**src/hw/rtl/pdic_pkg.sv**
```systemverilog
// ----------------------------------------------------------------------------
// pdic_pkg: shared types and codes of the PD inertia compensation unit
// Request and result structs, item kinds, mode codes and the control
// struct that the sequencer hands to the row of joint cells.
// ----------------------------------------------------------------------------
package pdic_pkg;

    localparam logic [1:0] KIND_JOINT   = 2'd0;
    localparam logic [1:0] KIND_INERTIA = 2'd1;
    localparam logic [1:0] KIND_COMPUTE = 2'd2;

    localparam logic [1:0] MODE_FULL = 2'd0;
    localparam logic [1:0] MODE_DIAG = 2'd1;
    localparam logic [1:0] MODE_OFF  = 2'd2;

    localparam logic [1:0] CFG_KP    = 2'd0;
    localparam logic [1:0] CFG_KD    = 2'd1;
    localparam logic [1:0] CFG_MODE  = 2'd2;
    localparam logic [1:0] CFG_COUNT = 2'd3;

    // Integer parts of the gain reset values.
    localparam int KP_RESET_INT = 100;
    localparam int KD_RESET_INT = 20;

    // Joint count is at most eight, so four bits hold it.
    localparam int CNT_W = 4;
    // Accumulator width: eight shifted 64-bit products plus gravity.
    localparam int ACC_W = 68;

    typedef struct packed {
        logic [1:0]         kind;
        logic [2:0]         row;
        logic [2:0]         col;
        logic signed [31:0] goal_position;
        logic signed [31:0] goal_velocity;
        logic signed [31:0] position;
        logic signed [31:0] velocity;
        logic signed [31:0] gravity_torque;
        logic signed [31:0] inertia_value;
    } t_in_req;

    typedef struct packed {
        logic [2:0]         joint;
        logic signed [31:0] torque;
        logic               saturated;
        logic               last;
    } t_out_res;

    typedef struct packed {
        logic             load_joint;
        logic             load_inertia;
        logic             gam_mul;
        logic             gam_fin;
        logic             rot_load;
        logic             mul_en;
        logic             res_load;
        logic             res_shift;
        logic [1:0]       mode;
        logic [CNT_W-1:0] count;
    } t_cell_ctrl;

endpackage

```
**src/hw/rtl/pdic_ctrl.sv**
```systemverilog
// ----------------------------------------------------------------------------
// pdic_ctrl: sequencer and output register
// Accepts requests, steps the cells through gamma, the ring of products and
// the torque sum, then shifts the torques out of cell zero one by one.
// ----------------------------------------------------------------------------
module pdic_ctrl
    import pdic_pkg::*;
#(
    parameter int MAX_JOINTS = 8
) (
    input  logic               i_clk,
    input  logic               i_rst_n,
    input  logic               i_valid,
    input  t_in_req            i_req,
    output logic               o_stall,
    output logic               o_valid,
    output t_out_res           o_res,
    input  logic               i_stall,
    input  logic [1:0]         i_mode,
    input  logic [3:0]         i_count,
    input  logic signed [31:0] i_head_torque,
    input  logic               i_head_sat,
    output t_cell_ctrl         o_ctrl
);

    localparam int NMAX = (MAX_JOINTS < 8) ? MAX_JOINTS : 8;
    localparam int SW   = $clog2(MAX_JOINTS + 1);

    typedef enum logic [2:0] {
        S_IDLE, S_G1, S_G2, S_ROT, S_MUL, S_RES, S_EMIT
    } t_state;

    t_state           r_state;
    logic [SW-1:0]    r_step;
    logic [CNT_W-1:0] r_k;
    logic [1:0]       r_mode;
    logic [CNT_W-1:0] r_n;
    logic             r_valid;
    t_out_res         r_res;

    logic [CNT_W-1:0] n_clamp;
    logic             take;
    logic             accept;

    always_comb begin
        if (i_count == '0) begin
            n_clamp = CNT_W'(1);
        end else if (32'(i_count) > NMAX) begin
            n_clamp = CNT_W'(NMAX);
        end else begin
            n_clamp = i_count;
        end
    end

    assign accept = (r_state == S_IDLE) && i_valid;
    assign take   = (r_state == S_EMIT) && (!r_valid || !i_stall);

    always_comb begin
        o_ctrl.load_joint   = accept && i_req.kind == KIND_JOINT;
        o_ctrl.load_inertia = accept && i_req.kind == KIND_INERTIA;
        o_ctrl.gam_mul      = r_state == S_G1;
        o_ctrl.gam_fin      = r_state == S_G2;
        o_ctrl.rot_load     = r_state == S_ROT;
        o_ctrl.mul_en       = (r_state == S_MUL) && (32'(r_step) < MAX_JOINTS);
        o_ctrl.res_load     = r_state == S_RES;
        o_ctrl.res_shift    = take;
        o_ctrl.mode         = r_mode;
        o_ctrl.count        = r_n;
    end

    always_ff @(posedge i_clk) begin
        if (!i_rst_n) begin
            r_state <= S_IDLE;
            r_valid <= 1'b0;
            r_step  <= '0;
            r_k     <= '0;
            r_mode  <= MODE_FULL;
            r_n     <= CNT_W'(1);
        end else begin
            if (take) begin
                r_valid <= 1'b1;
            end else if (r_valid && !i_stall) begin
                r_valid <= 1'b0;
            end
            unique case (r_state)
                S_IDLE: begin
                    if (accept && i_req.kind == KIND_COMPUTE) begin
                        r_mode  <= (i_mode == MODE_FULL || i_mode == MODE_DIAG)
                                   ? i_mode : MODE_OFF;
                        r_n     <= n_clamp;
                        r_state <= S_G1;
                    end
                end
                S_G1: r_state <= S_G2;
                S_G2: r_state <= S_ROT;
                S_ROT: begin
                    r_step  <= '0;
                    r_state <= S_MUL;
                end
                S_MUL: begin
                    r_step <= r_step + 1'b1;
                    if (32'(r_step) == MAX_JOINTS) begin
                        r_state <= S_RES;
                    end
                end
                S_RES: begin
                    r_k     <= '0;
                    r_state <= S_EMIT;
                end
                S_EMIT: begin
                    if (take) begin
                        r_res.joint       <= r_k[2:0];
                        r_res.torque      <= i_head_torque;
                        r_res.saturated   <= i_head_sat;
                        r_res.last        <= (r_k == r_n - 1'b1);
                        r_k               <= r_k + 1'b1;
                        if (r_k == r_n - 1'b1) begin
                            r_state <= S_IDLE;
                        end
                    end
                end
                default: r_state <= S_IDLE;
            endcase
        end
    end

    assign o_stall = r_state != S_IDLE;
    assign o_valid = r_valid;
    assign o_res   = r_res;

    a_compute_holds: assert property (@(posedge i_clk) disable iff (!i_rst_n)
        accept && i_req.kind == KIND_COMPUTE |=> o_stall)
        else $error("compute request did not stall the input");
    a_emit_bound: assert property (@(posedge i_clk) disable iff (!i_rst_n)
        r_state == S_EMIT |-> r_k < r_n)
        else $error("more results emitted than joints in use");
    a_last_joint: assert property (@(posedge i_clk) disable iff (!i_rst_n)
        take && r_k == r_n - 1'b1 |=> o_valid && o_res.last && r_state == S_IDLE)
        else $error("final result not flagged as last");

endmodule

```
**config.mk**
```make
export PLATFORM = sky130hd
export DESIGN_NAME = pdic_ctrl
export DESIGN_NICKNAME = d
export VERILOG_FILES = /design/src/hw/rtl/pdic_pkg.sv /design/src/hw/rtl/pdic_ctrl.sv
export SDC_FILE = /design/constraint.sdc
export NUM_CORES = 1
export LEC_CHECK = 0
export BUFFER_PORTS_ARGS = -buffer_cell sky130_fd_sc_hd__clkbuf_2
export CORE_AREA = 2 2 115 117
export CTS_CLUSTER_DIAMETER = 80
export CTS_CLUSTER_SIZE = 40
export DETAILED_ROUTE_END_ITERATION = 16
export DIE_AREA = 0 0 117 119
export PLACE_DENSITY = 0.57
export REMOVE_ABC_BUFFERS = 1
export SYNTH_ARGS = -nofsm -noshare
export SYNTH_HDL_FRONTEND = slang
export SYNTH_SLANG_ARGS = --single-unit
```
**constraint.sdc**
```tcl
create_clock -name i_clk -period 2 [get_ports i_clk]
set_input_delay 0.5 -clock i_clk [delete_from_list [all_inputs] [get_ports i_clk]]
set_output_delay 0.5 -clock i_clk [all_outputs]
set_load 0.05 [all_outputs]
```
==> flow_summary.toml, run 1 <==
[outcome]
status = "finished with violations"
violations = "setup timing"

[synthesis]
ys_seq_area_frac = 0.673
syn_inst = 165
synthFlopType = "edfxtp_1"
yosysUniqueCellTypes = 40
synth_seq_cells = 55
async_flop_share = 0
syn_area_per_cell_sq_um = 13.3
ys_warn_count = 0
synth_edf_count = 37
syn_area_sq_um = 2190

[sta]
hold_viol = 0
setup_violations = 1
rsz0062_at_grt = "yes"
fin_crit_sh = 1.01
post-route-min-period_ps = 2020
relSlewSlack = 0.714
worst_pin_slew_ps = 428
slew_viol_final = 0
fin_tns_setup_ps = -22.0
fin_skew_ps = 6.69
layout_setup_ws_ps = -22.0
fmax_mhz = 495
whs_ps = 378

[setup_path]
critPathKind = "flip-flop to output pin"
start_kind = "flip-flop"
rr_worst_depth = 6
r2r_end = "o_res[4]$_DFFE_PP_"
ff2ff_setup_slack_ps = 310
rr_startpoint = "r_state[0]$_SDFFE_PN0P_"
crit_arrival_ps = 1520
crit_required_ps = 1500
cp-end-kind = "output pin"
path_max_fanout = 5

[clock_tree]
cts_root_buffer = "clkbuf_16"
htree_levels = 2
clock_latency_ps = 290
clock_path_buffers = 2
cts-buffers-inserted = 5
cts_num_sinks = 55
cts_tree = "done"
clk_pin_slew_ps = 80

[route]
via_per_inst = 3.84
vias = 1732
drt_iter0_drc = 61
finalWirelength_mm = 7.23
drc = 0
ant_nets = 0
drt_pass1_iterations = 4
wl_per_cell_um = 16.0

[die]
die_area_sq_um = 13900
num_rows = 42
fp.dieH_um = 119
initial_core_util = 0.170
die_x_um = 117
ios = 296
core-area_sq_um = 12900

[grt]
grt_pass1_wl_mm = 10.4
antenna_found_initial = 0
grt_overflow = 0
grt_max_degree = 32
gr-usage-all-layers = 0.102
first_global_vias = 1771

[finish]
layout.nets = 521
diodes = 0
syn2layout_area_growth_pct = 46.5
drive_above_1_share = 0.473
final_util = 0.249

[power]
power_switching_uw = 510
p_leak_nw = 1.28
max-vdd-ir-drop_v = 0.000330
seqPwrFrac = 0.508
power_mw = 2.40
p_per_area_nw_per_um2 = 750
p_int_mw = 1.89
pwr-share-clk = 0.419
pwr-share-comb = 0.073
netSwitchingFraction = 0.213

[place]
gp_congestion = 0.773
io_buffer_count = 97
hpwl_mm = 5.64

[worst_hold_path]
min_from = "i_head_torque[8]"
worstHoldPathType = "primary input to flip-flop"
hold_path_end = "o_res[10]$_DFFE_PP_"
min_path_cells = 1

[flow_run]
drv_cap = 0
[flip-flops by register name (all words and copies together), names as in the netlist]
| name | count |
|---|---|
| r_step | 4 |
| o_valid | 1 |
| o_res | 37 |
| r_n | 4 |
| r_mode | 2 |
| r_k | 4 |
| r_state | 3 |
[stage by stage]
| step | setup WS, ps | cell area (sq um) | std cells |
|---|---|---|---|
| 2_1_floorplan | -1240 | 2160 | 159 |
| 3_3_place_gp | 177 | 2940 | 441 |
| 3_5_place_dp | 116 | 2940 | 441 |
| 4_1_cts | -26.0 | 3180 | 450 |
| 5_1_grt | -69.7 | 3200 | 451 |
| 6_report | -22.0 | 3200 | 451 |
[timing repair]
| item | 4_1_cts | 5_1_grt |
|---|---|---|
| endpoints found under the setup margin | 7 | 8 |
| pin swaps | 1 | 1 |
| resized for setup | 14 | 13 |
| hold buffers | 0 | 0 |
| buffers inserted | 1 | 1 |
[how the worst max path moves through the flow]
stage,depth (start not counted),from,end
2_1_floorplan,2,r_state[0]$_SDFFE_PN0P_,o_ctrl[13]
3_3_place_gp,3,r_state[1]$_SDFFE_PN0P_,o_ctrl[13]
3_5_place_dp,3,r_state[1]$_SDFFE_PN0P_,o_ctrl[13]
4_1_cts,3,r_state[1]$_SDFFE_PN0P_,o_ctrl[13]
5_1_grt,3,r_state[1]$_SDFFE_PN0P_,o_ctrl[13]
6_report,3,r_state[1]$_SDFFE_PN0P_,o_ctrl[13]
[power groups by stage]
stage                     clock network (mW)  logic, mW  registers (mW)
after floorplan                            0     0.0628            1.26
after global placement                     0      0.164            1.25
after detailed placement                   0      0.163            1.25
after CTS                               1.05      0.175            1.22
after global routing                    1.08      0.189            1.22
final                                   1.01      0.175            1.22
[worst max-delay path, cell delays in order (launching register included)]
cell and delay, ps:
dfxtp_2 340, or3_4 420, nor4b_4 240, clkbuf_8 230
[placed cells by master, fill, tap and decap left out, types with 2 or more instances in the layout]
cell type,Yosys,final
nor2_1,5,3
clkbuf_2,0,89
nor3_1,3,3
nand3_1,2,2
inv_1,6,6
and2_1,3,2
a21boi_1,4,4
o31ai_1,2,2
edfxtp_1,37,37
a21oi_1,8,7
dfxtp_1,18,16
a21boi_0,7,7
and3_1,3,3
nand2b_1,2,2
xnor2_1,6,6
nor2_2,0,2
dfxtp_2,0,2
and2b_2,1,2
ha_1,4,4
or4_1,3,3
a31oi_1,2,2
nand4b_1,2,2
nor2b_1,2,2
a21oi_2,1,2
or3_4,0,2
nand3b_1,3,3
nand2_1,15,15
o21ai_0,6,6
buf_4,1,13
clkbuf_16,0,5
[cell families (layout without fill, tap and decap cells)]
logic type               after synthesis  after routing  synth area share
flip-flops                            55             55             0.673
XOR/XNOR                               6              6            0.0240
adder cells (fa/ha/maj)                4              4            0.0229
AND/OR/NAND/NOR                       53             53             0.150
buffers and inverters                 12            122            0.0240
AO/OA/AOI/OAI                         35             35             0.106
[cell usage after synthesis (2+ instances only)]
cell / instances / area share
nand2_1: 15 / 0.026
and3_1: 3 / 0.0086
buf_2: 3 / 0.0069
nand3_1: 2 / 0.0046
nor3_1: 3 / 0.0069
nand2b_1: 2 / 0.0057
or3_1: 2 / 0.0057
clkbuf_1: 2 / 0.0034
or4_1: 3 / 0.010
nand4b_1: 2 / 0.0080
dfxtp_1: 18 / 0.16
a21oi_1: 8 / 0.018
nand3b_1: 3 / 0.010
ha_1: 4 / 0.023
nor2_1: 5 / 0.0086
nor2b_1: 2 / 0.0057
inv_1: 6 / 0.010
o21ai_0: 6 / 0.014
xnor2_1: 6 / 0.024
o31ai_1: 2 / 0.0069
edfxtp_1: 37 / 0.51
and2_1: 3 / 0.0086
a21boi_1: 4 / 0.014
a31oi_1: 2 / 0.0057
a21boi_0: 7 / 0.024
[area by class of cell]
cell class                      count  area [sq um]
Fill cell                        1369          9670
Sequential cell                    55          1470
Multi-Input combinational cell     98           699
Timing Repair Buffer              108           616
Tap cell                          176           220
Clock buffer                        5           125
Clock inverter                      3          46.3
Inverter                            6          22.5
[layer usage]
layer	part of all wire	global-route usage	up-vias
met5	0	0	-
met4	0.0053	0.00882	0
met3	0.20	0.0982	4
met2	0.39	0.135	70
met1	0.41	0.123	829
li1	-	-	829
Power figures use the tool's default switching activity.
==> run 2: changes to the inputs <==
--- a/config.mk
+++ b/config.mk
@@ -6,13 +6,15 @@
 export NUM_CORES = 1
 export LEC_CHECK = 0
 export BUFFER_PORTS_ARGS = -buffer_cell sky130_fd_sc_hd__clkbuf_2
-export CORE_AREA = 2 2 115 117
+export CORE_AREA = 2 2 116 118
 export CTS_CLUSTER_DIAMETER = 80
 export CTS_CLUSTER_SIZE = 40
 export DETAILED_ROUTE_END_ITERATION = 16
-export DIE_AREA = 0 0 117 119
-export PLACE_DENSITY = 0.57
+export DIE_AREA = 0 0 118 120
+export GPL_ROUTABILITY_DRIVEN = 0
+export PLACE_DENSITY = 0.54
 export REMOVE_ABC_BUFFERS = 1
+export SKIP_CTS_REPAIR_TIMING = 1
 export SYNTH_ARGS = -nofsm -noshare
 export SYNTH_HDL_FRONTEND = slang
 export SYNTH_SLANG_ARGS = --single-unit
==> constraint.sdc (replaced) <==
create_clock -name i_clk -period 1.95 [get_ports i_clk]
set_input_delay 0.4875 -clock i_clk [delete_from_list [all_inputs] [get_ports i_clk]]
set_output_delay 0.4875 -clock i_clk [all_outputs]
set_load 0.05 [all_outputs]
==> flow_summary.toml, run 2 (synthesis results as in run 1) <==
[outcome]
status = "finished with violations"
violations = "setup timing"

[route]
vias = 1747
ant_nets = 0
via_per_inst = 3.88
drt_iter0_drc = 39
drt_pass1_iterations = 4
wl_per_cell_um = 15.4
drc = 0
finalWirelength_mm = 6.91

[finish]
final_common_cell = "clkbuf_2"
drive_above_1_share = 0.464
diodes = 0
syn2layout_area_growth_pct = 45.0
layout.nets = 520
final_cells = 450
n_fill_cell = 1402
final_cell_mix = "clkbuf_2 (88), edfxtp_1 (37), nand2_1 (15), dfxtp_1 (15), buf_4 (14)"
largest_reg_flops = 37
final_util = 0.244
seqCellArea_sq_um = 1480
multi_input_area_sq_um = 687

[setup_path]
ff2ff_setup_slack_ps = 320
crit_chain = "or3_4 -> nor4b_2 -> buf_4"
rr_worst_depth = 5
critPathKind = "flip-flop to output pin"
path_max_fanout = 8
r2r_end = "r_mode[0]$_SDFFE_PN0P_"
start_kind = "flip-flop"
rr_startpoint = "r_state[0]$_SDFFE_PN0P_"
cp_slowest_stage_delay_ps = 410
crit_required_ps = 1460
cp-end-kind = "output pin"
cp_slowest_cell = "or3_4"
crit_arrival_ps = 1510
startpoint = "r_state[0]$_SDFFE_PN0P_"

[power]
pwr-share-comb = 0.072
seqPwrFrac = 0.515
p_leak_nw = 1.27
pwr-share-clk = 0.413
p_per_area_nw_per_um2 = 768
power_switching_uw = 500
netSwitchingFraction = 0.206
max-vdd-ir-drop_v = 0.000326
power_mw = 2.43
p_int_mw = 1.93

[sta]
fin_skew_ps = 7.14
fin_crit_sh = 1.02
worst_pin_slew_ps = 394
fmax_mhz = 501
slew_viol_final = 0
whs_ps = 365
layout_setup_ws_ps = -46.9
hold_viol = 0
post-route-min-period_ps = 2000
rsz0062_at_grt = "yes"
relSlewSlack = 0.737
setup_violations = 3

[worst_hold_path]
min_from = "i_head_torque[21]"
min_path_cells = 1
worstHoldPathType = "primary input to flip-flop"
hold_path_end = "o_res[23]$_DFFE_PP_"

[die]
fp.dieH_um = 120
die_x_um = 118
core-area_sq_um = 13000
num_rows = 42
initial_core_util = 0.168
die_area_sq_um = 14200
ios = 296

[clock_tree]
cts_root_buffer = "clkbuf_16"
cts_tree = "done"
cts-buffers-inserted = 5
clk_pin_slew_ps = 70
clock_latency_ps = 290
cts_num_sinks = 55
htree_levels = 2
clock_path_buffers = 2

[flow_run]
drv_cap = 0

[place]
io_buffer_count = 97
hpwl_mm = 5.32
dp.cells = 441

[grt]
grt_max_degree = 28
antenna_found_initial = 0
grt_pass1_wl_mm = 10.3
grt_overflow = 0
gr-usage-all-layers = 0.0988
first_global_vias = 1729
-- run 2: cell types whose count changed in the layout (fill, tap and decap cells not counted), sizes merged --
cell	previous run	this run
clkinvlp	1	0
buf	17	18
clkbuf	96	95
-- run 2: layout make-up --
type                    instances  share of cell area
flip-flops and latches         55               0.465
repair buffers                107               0.189
clock buffers                   6              0.0406
multi-input cells              98               0.217
well taps                     176              0.0695
inverters                       6             0.00710
clock inverters                 2              0.0114
-- run 2: worst max path at each step --
stage / endpoint
after floorplan: o_ctrl[13]
after global placement: o_ctrl[13]
after detailed placement: o_ctrl[13]
after CTS: o_ctrl[13]
after global routing: o_ctrl[13]
final: o_ctrl[13]
-- run 2: per-layer routing --
layer  up-vias  wire (um)  global-route usage
met1       829       3110               0.130
met5         -          0                   0
met3         7       1070              0.0722
met2        80       2670               0.127
li1        831          -                   -
met4         0         57              0.0226
-- run 2: critical path: cells and delay by family (launching register included) --
kind	cells	cell delay [ps]
and+or+nand+nor	2	630
DFF	1	350
buffers and inverters	1	230
-- run 2: power groups by stage --
stage                     registers [mW]  logic [mW]  clock network (mW)
after floorplan                     1.29      0.0644                   0
after global placement              1.28       0.171                   0
after detailed placement            1.28       0.171                   0
after CTS                           1.25       0.173                1.06
after global routing                1.25       0.193                1.08
final                               1.25       0.176                1.01
-- run 2: per-stage QoR --
stage | setup TNS (ps) | worst slack, ps | instance area (sq um)
2_1_floorplan | -40010 | -1280 | 2160
3_3_place_gp | 0 | 84.0 | 2940
6_report | -68.5 | -46.9 | 3170
3_5_place_dp | 0 | 103 | 2940
4_1_cts | -753 | -230 | 3110
5_1_grt | -277 | -121 | 3170
==> run 3: changes to the inputs <==
--- a/config.mk
+++ b/config.mk
@@ -12,7 +12,6 @@
 export DETAILED_ROUTE_END_ITERATION = 16
 export DIE_AREA = 0 0 118 120
 export GPL_ROUTABILITY_DRIVEN = 0
-export PLACE_DENSITY = 0.54
 export REMOVE_ABC_BUFFERS = 1
 export SKIP_CTS_REPAIR_TIMING = 1
 export SYNTH_ARGS = -nofsm -noshare
==> flow_summary.toml, run 3 (synthesis results as in run 1) <==
[grt]
antenna_found_initial = 0
grt_pass1_wl_mm = 10.8
grt_max_degree = 32
gr-usage-all-layers = 0.104
first_global_vias = 1770
grt_overflow = 0

[power]
pwr-share-comb = 0.082
p_per_area_nw_per_um2 = 717
max-vdd-ir-drop_v = 0.000283
pwr-share-clk = 0.376
p_int_mw = 1.81
netSwitchingFraction = 0.216
p_leak_nw = 1.28
seqPwrFrac = 0.542
power_switching_uw = 499

[route]
drt_pass1_iterations = 4
via_per_inst = 3.88
vias = 1757
finalWirelength_mm = 7.39
ant_nets = 0
drt_iter0_drc = 79
drc = 0
wl_per_cell_um = 16.3

[sta]
setup_violations = 2
worst_pin_slew_ps = 442
fin_skew_ps = 5.50
slew_viol_final = 0
layout_setup_ws_ps = -20.6
relSlewSlack = 0.705
post-route-min-period_ps = 1970
rsz0062_at_grt = "yes"
fmax_mhz = 507
fin_crit_sh = 1.01
whs_ps = 366
hold_viol = 0

[die]
fp.dieH_um = 120
core-area_sq_um = 13000
die_area_sq_um = 14200
ios = 296
num_rows = 42
die_x_um = 118
initial_core_util = 0.168

[finish]
largest_reg_flops = 37
final_util = 0.248
final_common_cell = "clkbuf_2"
syn2layout_area_growth_pct = 47.3
layout.nets = 523
diodes = 0
final_cells = 453
seqCellArea_sq_um = 1480
drive_above_1_share = 0.477
multi_input_area_sq_um = 717
final_cell_mix = "clkbuf_2 (89), edfxtp_1 (37), nand2_1 (15), dfxtp_1 (15), buf_4 (12)"
n_fill_cell = 1384

[clock_tree]
clk_pin_slew_ps = 70
cts_root_buffer = "clkbuf_16"
htree_levels = 2
cts_tree = "done"
clock_path_buffers = 2
cts_num_sinks = 55
clock_latency_ps = 290
cts-buffers-inserted = 5

[outcome]
violations = "setup timing"
status = "finished with violations"

[worst_hold_path]
worstHoldPathType = "primary input to flip-flop"

[setup_path]
crit_required_ps = 1460
critical_path.top_delay_family = "simple AND/OR/NAND/NOR gates"
cp_slowest_stage_delay_ps = 410
timing.critical_path.mode_cell = "buf_6"
crit_chain = "or3_4 -> buf_6 -> nor3_4 -> buf_6"
crit_arrival_ps = 1480
cp-end-kind = "output pin"
critPathKind = "flip-flop to output pin"
timing.critical_path.buf_inv = 2
path_max_fanout = 4
cp_slowest_cell = "or3_4"
start_kind = "flip-flop"

[place]
dp.cells = 441
hpwl_mm = 5.74
io_buffer_count = 97

[flow_run]
drv_cap = 0
## run 3: changes by cell type in the layout (fill, tap and decap cells not counted), moves of 2 or more
cell and change:
buf_6 +5, buf_4 -2, dfxtp_2 -2, dfxtp_4 +2
## run 3: cell type report
type / instances / area share
well taps: 176 / 0.0683
repair buffers: 110 / 0.199
clock buffers: 7 / 0.0412
flip-flops and latches: 55 / 0.459
clock inverters: 1 / 0.00233
multi-input cells: 98 / 0.223
inverters: 6 / 0.00699
## run 3: power groups by stage
stage / clock network, mW / registers [mW] / logic (mW)
final: 0.869 / 1.25 / 0.189
after global routing: 0.948 / 1.25 / 0.205
after CTS: 0.908 / 1.25 / 0.172
after detailed placement: 0 / 1.28 / 0.169
after global placement: 0 / 1.28 / 0.170
after floorplan: 0 / 1.29 / 0.0644
## run 3: path summary, 6_finish.rpt
check / startpoint / depth (start not counted) / slack, ps / end
setup / recovery: r_state[1]$_SDFFE_PN0P_ / 4 / -20 / o_ctrl[12]
hold / removal: i_head_torque[28] / 1 / 370 / o_res[30]$_DFFE_PP_
setup reg to reg: r_state[1]$_SDFFE_PN0P_ / 6 / 300 / r_k[3]$_SDFFE_PN0P_
hold reg to reg: r_mode[0]$_SDFFE_PN0P_ / 2 / 460 / r_mode[0]$_SDFFE_PN0P_
## run 3: metrics by stage
| step | instance area, sq um | setup TNS [ps] | setup slack [ps] | total power, mW |
|---|---|---|---|---|
| 2_1_floorplan | 2160 | -40010 | -1280 | 1.36 |
| 3_3_place_gp | 2940 | 0 | 75.9 | 1.45 |
| 3_5_place_dp | 2940 | 0 | 9.12 | 1.45 |
| 4_1_cts | 3080 | -986 | -312 | 2.33 |
| 5_1_grt | 3220 | -155 | -66.9 | 2.40 |
| 6_report | 3220 | -37.8 | -20.6 | 2.31 |
## run 3: routing by layer
metal / routed length, um / global-route usage / vias up
li1: - / - / 832
met1: 2970 / 0.120 / 842
met2: 2900 / 0.137 / 78
met3: 1480 / 0.101 / 5
met4: 34 / 0.0158 / 0
met5: 0 / 0 / -
